### config.mk
export PLATFORM = sky130hd
export DESIGN_NAME = msp_response_framer
export DESIGN_NICKNAME = d
export VERILOG_FILES = /design/src/rtl/mspfr_pkg.sv /design/src/rtl/mspfr_encoder.sv /design/src/rtl/msp_response_framer.sv
export SDC_FILE = /design/constraint.sdc
export NUM_CORES = 1
export LEC_CHECK = 0
export BUFFER_PORTS_ARGS = -buffer_cell sky130_fd_sc_hd__buf_2
export CAP_MARGIN = 5
export CORE_MARGIN = 3
export CORE_UTILIZATION = 25
export CTS_CLUSTER_SIZE = 24
export DETAILED_ROUTE_END_ITERATION = 8
export GPL_TIMING_DRIVEN = 0
export SYNTH_ARGS = -nofsm -noshare
export SYNTH_HDL_FRONTEND = slang
export SYNTH_SLANG_ARGS = --single-unit
### constraint.sdc
create_clock -name aclk -period 10.4 [get_ports aclk]
set_input_delay 0.52 -clock aclk [delete_from_list [all_inputs] [get_ports aclk]]
set_output_delay 0.52 -clock aclk [all_outputs]
set_load 0.05 [all_outputs]
### src/rtl/mspfr_pkg.sv
`timescale 1ns / 1ps

package mspfr_pkg;

    localparam int unsigned MAX_PAYLOAD = 256;
    localparam int unsigned BURST_DEPTH = 9;
    localparam int unsigned CAP_WIDTH = 17;

    localparam logic [CAP_WIDTH-1:0] CAPACITY_RESET = 17'd65544;
    localparam logic [CAP_WIDTH-1:0] OVERHEAD_V1 = 17'd6;
    localparam logic [CAP_WIDTH-1:0] OVERHEAD_V2 = 17'd9;

    localparam logic OP_START = 1'b0;
    localparam logic OP_DATA = 1'b1;

    localparam logic VERSION_1 = 1'b0;
    localparam logic VERSION_2 = 1'b1;

    localparam logic [7:0] CHAR_DOLLAR = 8'h24;
    localparam logic [7:0] CHAR_M = 8'h4D;
    localparam logic [7:0] CHAR_X = 8'h58;
    localparam logic [7:0] CHAR_ERROR = 8'h21;
    localparam logic [7:0] CHAR_REPLY = 8'h3E;
    localparam logic [7:0] FLAGS_BYTE = 8'h00;
    localparam logic [7:0] CRC_POLY = 8'hD5;

    typedef struct packed {
        logic       open;
        logic       version;
        logic [8:0] remaining;
        logic [7:0] checksum;
    } frame_state_t;

    typedef struct packed {
        logic [BURST_DEPTH-1:0][7:0] data;
        logic [BURST_DEPTH-1:0]      last;
        logic [3:0]                  count;
    } burst_t;

    // CRC-8 DVB-S2 of a single byte that has already been XORed into the register.
    function automatic logic [7:0] crc8_byte(input logic [7:0] value);
        logic [7:0] crc;
        crc = value;
        for (int k = 0; k < 8; k++) begin
            if (crc[7]) begin
                crc = {crc[6:0], 1'b0} ^ CRC_POLY;
            end else begin
                crc = {crc[6:0], 1'b0};
            end
        end
        return crc;
    endfunction

endpackage

### src/rtl/mspfr_encoder.sv
`timescale 1ns / 1ps

module mspfr_encoder (
    input  logic                                opcode,
    input  logic                                protocol_version,
    input  logic [15:0]                         command_id,
    input  logic                                is_error,
    input  logic [8:0]                          payload_length,
    input  logic [7:0]                          payload_byte,
    input  logic [mspfr_pkg::CAP_WIDTH-1:0]     capacity,
    input  mspfr_pkg::frame_state_t             state,
    output mspfr_pkg::frame_state_t             state_next,
    output mspfr_pkg::burst_t                   burst
);

    logic [7:0]                          dir_char;
    logic [7:0]                          cmd_lo;
    logic [7:0]                          cmd_hi;
    logic [7:0]                          len_lo;
    logic [7:0]                          len_hi;
    logic [mspfr_pkg::CAP_WIDTH-1:0]     frame_size;
    logic                                too_long;
    logic                                too_big;
    logic [7:0]                          crc_flags;
    logic [7:0]                          crc_cmd_lo;
    logic [7:0]                          crc_cmd_hi;
    logic [7:0]                          crc_len_lo;
    logic [7:0]                          crc_len_hi;
    logic [7:0]                          xor_header;
    logic [7:0]                          data_check;

    assign dir_char = is_error ? mspfr_pkg::CHAR_ERROR : mspfr_pkg::CHAR_REPLY;
    assign cmd_lo = command_id[7:0];
    assign cmd_hi = command_id[15:8];
    assign len_lo = payload_length[7:0];
    assign len_hi = {7'd0, payload_length[8]};

    assign frame_size = {8'd0, payload_length}
        + ((protocol_version == mspfr_pkg::VERSION_2) ? mspfr_pkg::OVERHEAD_V2
                                                      : mspfr_pkg::OVERHEAD_V1);
    assign too_long = payload_length > 9'(mspfr_pkg::MAX_PAYLOAD);
    assign too_big = frame_size > capacity;

    assign crc_flags = mspfr_pkg::crc8_byte(mspfr_pkg::FLAGS_BYTE);
    assign crc_cmd_lo = mspfr_pkg::crc8_byte(crc_flags ^ cmd_lo);
    assign crc_cmd_hi = mspfr_pkg::crc8_byte(crc_cmd_lo ^ cmd_hi);
    assign crc_len_lo = mspfr_pkg::crc8_byte(crc_cmd_hi ^ len_lo);
    assign crc_len_hi = mspfr_pkg::crc8_byte(crc_len_lo ^ len_hi);
    assign xor_header = len_lo ^ cmd_lo;

    assign data_check = (state.version == mspfr_pkg::VERSION_2)
        ? mspfr_pkg::crc8_byte(state.checksum ^ payload_byte)
        : (state.checksum ^ payload_byte);

    always_comb begin
        state_next = state;
        burst.data = '0;
        burst.last = '0;
        burst.count = 4'd0;
        if (opcode == mspfr_pkg::OP_START) begin
            state_next.open = 1'b0;
            if (!(too_long || too_big)) begin
                state_next.version = protocol_version;
                burst.data[0] = mspfr_pkg::CHAR_DOLLAR;
                burst.data[2] = dir_char;
                if (protocol_version == mspfr_pkg::VERSION_2) begin
                    burst.data[1] = mspfr_pkg::CHAR_X;
                    burst.data[3] = mspfr_pkg::FLAGS_BYTE;
                    burst.data[4] = cmd_lo;
                    burst.data[5] = cmd_hi;
                    burst.data[6] = len_lo;
                    burst.data[7] = len_hi;
                    burst.data[8] = crc_len_hi;
                    burst.last[8] = 1'b1;
                    state_next.checksum = crc_len_hi;
                    burst.count = (payload_length == 9'd0) ? 4'd9 : 4'd8;
                end else begin
                    burst.data[1] = mspfr_pkg::CHAR_M;
                    burst.data[3] = len_lo;
                    burst.data[4] = cmd_lo;
                    burst.data[5] = xor_header;
                    burst.last[5] = 1'b1;
                    state_next.checksum = xor_header;
                    burst.count = (payload_length == 9'd0) ? 4'd6 : 4'd5;
                end
                if (payload_length != 9'd0) begin
                    state_next.open = 1'b1;
                    state_next.remaining = payload_length;
                end
            end
        end else begin
            if (state.open && (state.remaining != 9'd0)) begin
                burst.data[0] = payload_byte;
                burst.data[1] = data_check;
                burst.last[1] = 1'b1;
                state_next.checksum = data_check;
                state_next.remaining = state.remaining - 9'd1;
                if (state.remaining == 9'd1) begin
                    burst.count = 4'd2;
                    state_next.open = 1'b0;
                end else begin
                    burst.count = 4'd1;
                end
            end else begin
                state_next.open = 1'b0;
            end
        end
    end

endmodule

### src/rtl/msp_response_framer.sv
`timescale 1ns / 1ps

// Frames replies of the serial control protocol, versions 1 and 2, one byte per output
// word. A start word produces the 5 (v1) or 8 (v2) byte header, plus the checksum when
// the length is zero; each payload word produces its byte and, after the last one, the
// checksum. The words of one input item are held in a nine-entry burst buffer that drains
// into the output register at one word per cycle while m_ready does not stall it. A new
// item is not taken while the buffer holds more than one word, and an item that produces
// nothing leaves the buffer empty. The next item is taken in the cycle in which the
// previous item's last word moves to the output register.

module msp_response_framer (
    input  logic        aclk,
    input  logic        aresetn,
    input  logic        cfg_wen,
    input  logic [16:0] cfg_wdata,
    input  logic        s_valid,
    output logic        s_ready,
    input  logic        s_opcode,
    input  logic        s_protocol_version,
    input  logic [15:0] s_command_id,
    input  logic        s_is_error,
    input  logic [8:0]  s_payload_length,
    input  logic [7:0]  s_payload_byte,
    output logic        m_valid,
    input  logic        m_ready,
    output logic [7:0]  m_frame_byte,
    output logic        m_frame_last
);

    logic [mspfr_pkg::CAP_WIDTH-1:0] cap_reg;
    mspfr_pkg::frame_state_t         state_reg;
    mspfr_pkg::frame_state_t         state_next;
    mspfr_pkg::burst_t               burst;
    mspfr_pkg::burst_t               buf_reg;
    mspfr_pkg::burst_t               buf_next;
    logic                            m_valid_reg;
    logic                            m_valid_next;
    logic [7:0]                      m_byte_reg;
    logic [7:0]                      m_byte_next;
    logic                            m_last_reg;
    logic                            m_last_next;
    logic                            out_load;
    logic                            buf_take;
    logic                            accept;

    mspfr_encoder u_encoder (
        .opcode           (s_opcode),
        .protocol_version (s_protocol_version),
        .command_id       (s_command_id),
        .is_error         (s_is_error),
        .payload_length   (s_payload_length),
        .payload_byte     (s_payload_byte),
        .capacity         (cap_reg),
        .state            (state_reg),
        .state_next       (state_next),
        .burst            (burst)
    );

    assign out_load = !m_valid_reg || m_ready;
    assign buf_take = out_load && (buf_reg.count != 4'd0);
    assign s_ready = (buf_reg.count == 4'd0) || ((buf_reg.count == 4'd1) && out_load);
    assign accept = s_valid && s_ready;

    always_comb begin
        buf_next = buf_reg;
        if (accept) begin
            buf_next = burst;
        end else if (buf_take) begin
            buf_next.data = {8'd0, buf_reg.data[mspfr_pkg::BURST_DEPTH-1:1]};
            buf_next.last = {1'b0, buf_reg.last[mspfr_pkg::BURST_DEPTH-1:1]};
            buf_next.count = buf_reg.count - 4'd1;
        end
    end

    always_comb begin
        m_valid_next = m_valid_reg;
        m_byte_next = m_byte_reg;
        m_last_next = m_last_reg;
        if (out_load) begin
            m_valid_next = buf_reg.count != 4'd0;
            m_byte_next = buf_reg.data[0];
            m_last_next = buf_reg.last[0];
        end
    end

    always_ff @(posedge aclk) begin
        if (!aresetn) begin
            cap_reg <= mspfr_pkg::CAPACITY_RESET;
            state_reg <= '0;
            buf_reg <= '0;
            m_valid_reg <= 1'b0;
        end else begin
            if (cfg_wen) begin
                cap_reg <= cfg_wdata;
            end
            if (accept) begin
                state_reg <= state_next;
            end
            buf_reg <= buf_next;
            m_valid_reg <= m_valid_next;
        end
    end

    always_ff @(posedge aclk) begin
        m_byte_reg <= m_byte_next;
        m_last_reg <= m_last_next;
    end

    assign m_valid = m_valid_reg;
    assign m_frame_byte = m_byte_reg;
    assign m_frame_last = m_last_reg;

    a_ready_only_near_empty: assert property (@(posedge aclk) disable iff (!aresetn)
        s_ready |-> (buf_reg.count <= 4'd1))
        else $error("Input taken while the burst buffer still holds several words.");

    a_buffer_depth: assert property (@(posedge aclk) disable iff (!aresetn)
        buf_reg.count <= 4'(mspfr_pkg::BURST_DEPTH))
        else $error("Burst buffer count exceeds its depth.");

    a_open_has_bytes: assert property (@(posedge aclk) disable iff (!aresetn)
        state_reg.open |-> (state_reg.remaining != 9'd0))
        else $error("An open frame has no payload bytes left.");

endmodule

==> impl_metrics.tcl, run 1 <==
set metrics [dict create \
    fin_crit_ns 5.40 \
    maxSlewHeadroom_pct 33.6 \
    multi_input_area_sq_um 4450 \
    fillCellCount 3190 \
    synthCells 884 \
    slew_viol_final 0 \
    track_usage_pct 14.6 \
    synth-main-ff-cell "dfxtp_1" \
    vias 6641 \
    hold_depth 3 \
    cts_num_sinks 131 \
    ant_nets 0 \
    fin_skew_ns 0.00995 \
    hold_path_class "in2reg" \
    avgRoutedWirePerCell_um 17.4 \
    synth_top_area_share_pct 32.3 \
    grt_max_degree 17 \
    largest_reg_flops 85 \
    reg2reg_to "buf_reg[60]" \
    async_flop_share_pct 0 \
    hold_start "cfg_wdata[3]" \
    worstPathRequired_ns 10.76 \
    core_sq_um 29700 \
    cp.arrival_ns 5.76 \
    r2r-start "cap_reg[8]" \
    synthToLayoutAreaGrowth_pct 18.3 \
    antenna_found_initial 0 \
    fin_tns_setup_ns 0 \
    synth_top_cell_by_area "dfxtp_1" \
    globalplace.congestion 0.947 \
    critPathMaxFanout 14 \
    ctsLongestPathBuffers 2 \
    cts_hold_buf 0 \
    postCtsSetupRepairBufs 0 \
    io_buffers 60 \
    ys_ff_latch 131 \
    initial_core_util_pct 25.4 \
    irDropWorstVdd_v 0.000114 \
    drc 0 \
    viasPerCell 4.86 \
    synthTopCellsByCount "nand2_1, dfxtp_1, nor2_1, a21oi_1, xnor2_1" \
    yosysWarnings 0 \
    fin_cells 1366 \
    rsz0062_at_grt "no" \
    seq_area_frac_synth_pct 35.9 \
    drive_above_1_share_pct 12.3 \
    cp-end-kind "flip-flop" \
    min_to "cap_reg[3]" \
    grt_pass1_wl_um 37300 \
    synth_cell_types 67 \
    dieArea_sq_um 32300 \
    cp-start-kind "primary input" \
    grt_pass1_vias 6528 \
    status "complete, no violations" \
    synth.most_common_cell "nand2_1" \
    cts-buffers-inserted 17 \
    antennaDiodeCount 0 \
    seq_area_sq_um 2710 \
    cts_tree "yes" \
    reg2reg_depth 10 \
    powerDensity_nw_per_um2 256 \
    drt-initial-drc-count 499 \
    synth_edf_count 9 \
    max_freq_mhz 185 \
    leakage_uw 0.00346 \
    place_hpwl_um 18000 \
    hold_viol_final 0 \
    clk_latency_ns 0.43 \
    die-width_um 180 \
    cts_resized 0 \
    syn_area_per_cell_sq_um 8.54 \
    hold_slack_ns 0.309 \
    die_h_um 180 \
    ios 69 \
    overflow 0 \
    clk_pin_slew_ns 0.07 \
    htree_levels 4 \
    synthTopCellsByArea "dfxtp_1, nand2_1, xnor2_1" \
    worst_pin_slew_ns 0.987 \
    synthesis.area_sq_um 7550 \
    drv_cap 0 \
    synthesis.nets 967 \
    placed_cells 1334 \
    fin_crit_sh_pct 52.0 \
    path_class "in2reg" \
    cts-root-buf "clkbuf_16" \
    setup-violations-final 0 \
    dr.pass1.iters 7 \
    reg2reg_slack_ns 6.99 \
    rows 63 \
    final_nets 1046 \
    wirelength_um 23700 \
]
==> placed cells by master, fill, tap and decap left out, types with 6 or more instances in the layout <==
cell,instances
nor3_1,18
a21oi_1,70
o211ai_1,7
xnor2_1,59
edfxtp_1,9
a31oi_1,33
clkbuf_16,17
dfxtp_1,122
buf_1,7
xor2_1,25
o21a_1,10
inv_1,26
mux2i_1,34
a22oi_1,8
a211oi_1,8
xnor3_1,9
buf_2,63
inv_6,6
a311oi_1,7
nor2_1,73
nor4_1,6
clkbuf_1,46
o21ai_0,40
nand2_1,156
ha_1,24
==> cells by family after synthesis <==
family | Yosys count | synth area share, %
DFF | 131 | 35.9
muxes | 36 | 4.80
and+or+nand+nor | 283 | 15.6
adders and majority gates | 25 | 4.24
buffers and inverters | 88 | 5.19
AOI/OAI and AO/OA | 215 | 17.9
xor gates and xnor gates | 106 | 16.3
==> per-stage QoR <==
stage | utilization [%] | worst slack [ns] | area (sq um) | power [uW]
floorplan | - | 6.06 | 7550 | 1380
global placement | 28.1 | 4.65 | 8340 | 1670
CTS | 30.1 | 5.07 | 8940 | 2280
detailed placement | 28.1 | 4.67 | 8350 | 1680
global route | 30.1 | 4.72 | 8940 | 2410
finish | 30.1 | 5.00 | 8940 | 2290
==> worst max-delay path, cell delays in order <==
cell	delay [ns]
buf_2	0.17
clkbuf_1	0.41
inv_1	0.15
clkbuf_8	0.22
ha_1	0.30
a21o_1	0.15
a21oi_1	0.22
nor2_1	0.06
o21ai_0	0.37
nor2_1	0.11
xor2_1	0.16
ha_1	0.24
a2111o_1	0.44
a211oi_1	0.42
a21oi_1	0.27
nor2_1	0.20
clkbuf_1	0.48
buf_1	0.53
a31oi_1	0.19
nor2_1	0.13
==> metal layers <==
layer | global-route usage, % | up-vias | share of wire, %
met5 | 0 | - | 0
met4 | 4.61 | 0 | 2.2
met3 | 3.80 | 38 | 7.0
met2 | 23.3 | 234 | 47
met1 | 19.5 | 3134 | 44
li1 | - | 3235 | -
==> how the worst max path moves through the flow <==
| stage | from | end | slack, ns | cells past startpoint |
|---|---|---|---|---|
| 5_1_grt | s_protocol_version | buf_reg[60] | 4.72 | 20 |
| 2_1_floorplan | s_protocol_version | buf_reg[79] | 6.06 | 17 |
| 3_3_place_gp | s_protocol_version | buf_reg[79] | 4.65 | 18 |
| 6_report | s_protocol_version | buf_reg[60] | 5.00 | 20 |
| 3_5_place_dp | s_protocol_version | buf_reg[60] | 4.67 | 20 |
| 4_1_cts | s_protocol_version | buf_reg[60] | 5.07 | 20 |
==> area by class of cell <==
class | instances | area share, %
plain buffers | 62 | 3.29
clock buffers | 17 | 4.76
clock inverters | 15 | 1.83
inverters | 26 | 1.09
multi-input cells | 665 | 49.8
flip-flops and latches | 131 | 30.4
well taps | 390 | 5.46
repair buffers | 60 | 3.36
==> power by group <==
| part | switching, uW | total, uW | internal (uW) | leakage [uW] |
|---|---|---|---|---|
| Clock | 264 | 604 | 340 | 0.000280 |
| Combinational | 666 | 1040 | 370 | 0.00208 |
| Sequential | 52.0 | 648 | 596 | 0.00110 |
(Power assumes the default switching activity.)
==> run 2: changes to the inputs <==
Clock period 10.4 ns to 4.4 ns, I/O delays scaled along.
==> impl_metrics.tcl, run 2 (synthesis gave the netlist of run 1 again) <==
set metrics [dict create \
    cts_num_sinks 131 \
    io_buffers 60 \
    globalplace.congestion 0.947 \
    grt_pass1_vias 6554 \
    hold_viol_final 0 \
    core_sq_um 29700 \
    cts-buffers-inserted 17 \
    maxSlewHeadroom_pct 41.1 \
    powerDensity_nw_per_um2 603 \
    grt_pass1_wl_um 37300 \
    slew_viol_final 0 \
    fin_skew_ns 0.00970 \
    place_hpwl_um 18000 \
    cp-start-kind "primary input" \
    die_h_um 180 \
    ctsLongestPathBuffers 2 \
    antennaDiodeCount 0 \
    drc 0 \
    fin_crit_ns 4.14 \
    largest_reg_flops 85 \
    drive_above_1_share_pct 13.3 \
    leakage_uw 0.00348 \
    clk_latency_ns 0.43 \
    clk_pin_slew_ns 0.06 \
    irDropWorstVdd_v 0.000271 \
    final_cell_mix "nand2_1, dfxtp_1, nor2_1" \
    crit_chain "buf_2, ha_1, inv_1, fa_1, inv_1, a21oi_1, nor2_1, nor2_1, nor4bb_1, xor2_1, ha_1, a2111o_1, a211oi_2, a21oi_2, nor2_1, clkbuf_2, buf_2, a31oi_1, nor2_1" \
    drt-initial-drc-count 477 \
    rsz0062_at_grt "yes" \
    ios 69 \
    avgRoutedWirePerCell_um 17.4 \
    ant_nets 0 \
    status "complete, no violations" \
    cts-root-buf "clkbuf_16" \
    track_usage_pct 14.6 \
    die-width_um 180 \
    critPathMaxFanout 15 \
    cp-end-kind "flip-flop" \
    grt_max_degree 17 \
    vias 6683 \
    cts_tree "yes" \
    fin_cells 1367 \
    stdcell_area_sq_um 8990 \
    antenna_found_initial 0 \
    rows 63 \
    worst_pin_slew_ns 0.881 \
    slowest_delay_ns 0.41 \
    cp.arrival_ns 4.50 \
    initial_core_util_pct 25.4 \
    worstPathRequired_ns 4.76 \
    htree_levels 4 \
    dieArea_sq_um 32300 \
    hold_path_class "in2reg" \
    cp_num_buf_inv 5 \
    placed_cells 1334 \
    fin_crit_sh_pct 94.1 \
    synthToLayoutAreaGrowth_pct 19.1 \
    fin_tns_setup_ns 0 \
    dr.pass1.iters 5 \
    final_nets 1047 \
    crit_top_cell "nor2_1" \
    path_class "in2reg" \
    setup-violations-final 0 \
    drv_cap 0 \
    crit_slowest_cell "fa_1" \
    wirelength_um 23800 \
    dpl_cell_area_sq_um 8350 \
    final_common_cell "nand2_1" \
    critical-path-top-delay-family "compound AO/OA/AOI/OAI gates" \
    viasPerCell 4.89 \
    max_freq_mhz 241 \
    overflow 0 \
]
[run 2: changes by cell type in the layout (fill, tap and decap cells not counted), sizes merged]
cell and delta:
dlygate4sd3 +1, buf +2, clkbuf -2
[run 2: cell type report]
type / instances / area [sq um]
plain buffers: 60 / 290
clock buffers: 17 / 425
clock inverters: 15 / 164
fillers: 3192 / 20700
inverters: 26 / 97.6
multi-input cells: 665 / 4490
flip-flops and latches: 131 / 2710
well taps: 390 / 488
repair buffers: 63 / 325
[run 2: per-layer routing]
metal | wire, um | GRT usage, % | vias up
met5 | 0 | 0 | -
met4 | 591 | 4.83 | 0
met3 | 1640 | 3.78 | 42
met2 | 10900 | 23.2 | 231
met1 | 10600 | 19.4 | 3174
li1 | - | - | 3236
[run 2: what timing repair did]
item	CTS	global route
endpoints found under the setup margin	61	57
resized for setup	4	7
buffers inserted	2	0
hold buffers	1	0
hold endpoints to repair	1	0
[run 2: worst min-delay path, stage by stage]
cell and delay [ns]:
buf_2 0.08, mux2i_1 0.06, nand2_1 0.06
[run 2: path summary, 6_finish.rpt]
check,depth (start not counted),slack (ns),start,end
max,19,0.26,s_protocol_version,buf_reg[60]
min,3,0.02,cfg_wdata[16],cap_reg[16]
max reg2reg,9,1.21,m_valid,buf_reg[60]
min reg2reg,0,0.42,buf_reg[17],m_frame_byte[4]
[run 2: power by group]
group          switching (uW)  internal [uW]
Combinational            1580            878
Clock                     623            804
Sequential                123           1410
[run 2: metrics by stage]
step / power (uW) / hold slack, ns / setup WS, ns / utilization [%]
after floorplan: 3270 / 0.329 / 0.360 / -
final: 5420 / 0.0171 / 0.258 / 30.3
after CTS: 5400 / 0.00298 / 0.0160 / 30.2
after global routing: 5700 / 0.0166 / -0.00608 / 30.3
after detailed placement: 3960 / 0.423 / -1.03 / 28.1
after global placement: 3940 / 0.418 / -1.05 / 28.1
==> run 3: changes to the inputs <==
Settings changed: BUFFER_PORTS_ARGS -buffer_cell sky130_fd_sc_hd__buf_2 to -buffer_cell sky130_fd_sc_hd__buf_4, RECOVER_POWER from default to 50.
==> impl_metrics.tcl, run 3 (synthesis gave the netlist of run 1 again) <==
set metrics [dict create \
    critPathCapture "buf_reg[65]" \
    hold_path_class "in2reg" \
    grt_max_degree 17 \
    irDropWorstVdd_v 0.000295 \
    clk_pin_slew_ns 0.06 \
    avgRoutedWirePerCell_um 17.6 \
    fillCellCount 3126 \
    largest_reg_flops 85 \
    drive_above_1_share_pct 11.8 \
    leakage_uw 0.00351 \
    slew_viol_final 0 \
    fin_cells 1367 \
    drv_cap 0 \
    reg2reg_to "buf_reg[60]" \
    final_nets 1047 \
    wirelength_um 24000 \
    ant_nets 0 \
    htree_levels 4 \
    final_cell_mix "nand2_1, dfxtp_1, nor2_1" \
    dieArea_sq_um 32300 \
    globalplace.congestion 0.955 \
    worst_pin_slew_ns 0.992 \
    die-width_um 180 \
    maxSlewHeadroom_pct 33.3 \
    grt_pass1_wl_um 37200 \
    synthToLayoutAreaGrowth_pct 21.0 \
    track_usage_pct 14.6 \
    hold_viol_final 0 \
    powerDensity_nw_per_um2 611 \
    fin_crit_sh_pct 92.3 \
    cp-start-kind "primary input" \
    cts_tree "yes" \
    viasPerCell 4.92 \
    placed_cells 1334 \
    antenna_found_initial 1 \
    critPathMaxFanout 15 \
    fin_tns_setup_ns 0 \
    cts-root-buf "clkbuf_16" \
    finish.utilization_pct 30.8 \
    stdcell_area_sq_um 9140 \
    drt-initial-drc-count 591 \
    overflow 0 \
    rows 63 \
    status "complete, no violations" \
    path_class "in2reg" \
    setup-violations-final 0 \
    cts_num_sinks 131 \
    ios 69 \
    final_common_cell "nand2_1" \
    place_hpwl_um 18000 \
    core_sq_um 29700 \
    grt_pass1_vias 6518 \
    vias 6727 \
    cts-buffers-inserted 17 \
    worstPathRequired_ns 4.77 \
    initial_core_util_pct 25.4 \
    antennaDiodeCount 0 \
    r2r-start "m_valid" \
    io_buffers 60 \
    fin_crit_ns 4.06 \
    die_h_um 180 \
    rsz0062_at_grt "no" \
    reg2reg_depth 9 \
    dpl_cell_area_sq_um 8500 \
    drc 0 \
    fin_skew_ns 0.0208 \
    max_freq_mhz 246 \
    reg2reg_slack_ns 1.21 \
    crit_path_start "s_protocol_version" \
    cp.arrival_ns 4.43 \
    cp-end-kind "flip-flop" \
    clk_latency_ns 0.44 \
    dr.pass1.iters 5 \
    ctsLongestPathBuffers 2 \
]
[run 3: layout make-up]
class	instances	area, sq um	area share (%)
Buffer	60	290	3.18
Clock buffer	17	425	4.65
Clock inverter	15	228	2.49
Inverter	26	97.6	1.07
Multi-Input combinational cell	665	4470	48.9
Sequential cell	131	2710	29.7
Tap cell	390	488	5.34
Timing Repair Buffer	63	430	4.71
[run 3: timing repair]
item | in CTS | in global routing
hold endpoints to repair | 1 | 0
gates cloned | 0 | 0
pin swaps | 0 | 0
gates resized for setup | 2 | 5
hold buffers | 1 | 0
setup endpoints to repair | 58 | 43
buffers inserted | 2 | 0
[run 3: critical path, stage by stage]
cell	delay (ns)
buf_4	0.21
ha_1	0.23
inv_1	0.07
fa_1	0.41
inv_1	0.07
a21oi_1	0.06
nor2_1	0.16
nor2_1	0.09
nor4bb_1	0.35
xor2_1	0.21
ha_1	0.29
a2111o_1	0.42
a211oi_2	0.33
a21oi_2	0.17
nor4_2	0.84
nand2_1	0.15
a21oi_1	0.15
[run 3: worst min path at each step]
| stage | cells past startpoint | end | startpoint |
|---|---|---|---|
| finish | 3 | cap_reg[3] | cfg_wdata[3] |
| floorplan | 2 | buf_reg[13] | s_payload_byte[0] |
| global placement | 0 | m_frame_byte[6] | buf_reg[19] |
| detailed placement | 0 | m_frame_byte[1] | buf_reg[14] |
| global route | 3 | cap_reg[0] | cfg_wdata[0] |
| CTS | 3 | cap_reg[16] | cfg_wdata[16] |
[run 3: metrics by stage]
step                      total power [uW]  worst slack, ns  hold WS [ns]
after detailed placement              4010           -0.990         0.420
after CTS                             5610           0.0376       0.00258
after global placement                3990           -0.937         0.420
final                                 5590            0.340        0.0150
after global routing                  5870           0.0207        0.0207
after floorplan                       3270            0.360         0.329
[run 3: power by group]
| group | switching [uW] | leakage, uW | internal, uW |
|---|---|---|---|
| sequential | 122 | 0.00110 | 1410 |
| clock | 577 | 0.000316 | 1010 |
| combinational | 1590 | 0.00210 | 879 |
| total | 2290 | 0.00351 | 3300 |
[run 3: per-layer routing]
layer / vias up / GRT usage [%] / part of all wire (%) / wire, um
met5: - / 0 / 0.062 / 15
met4: 2 / 6.00 / 3.3 / 796
met3: 53 / 3.56 / 6.3 / 1520
met2: 224 / 23.1 / 45 / 10800
met1: 3213 / 19.2 / 45 / 10900
li1: 3235 / - / - / -
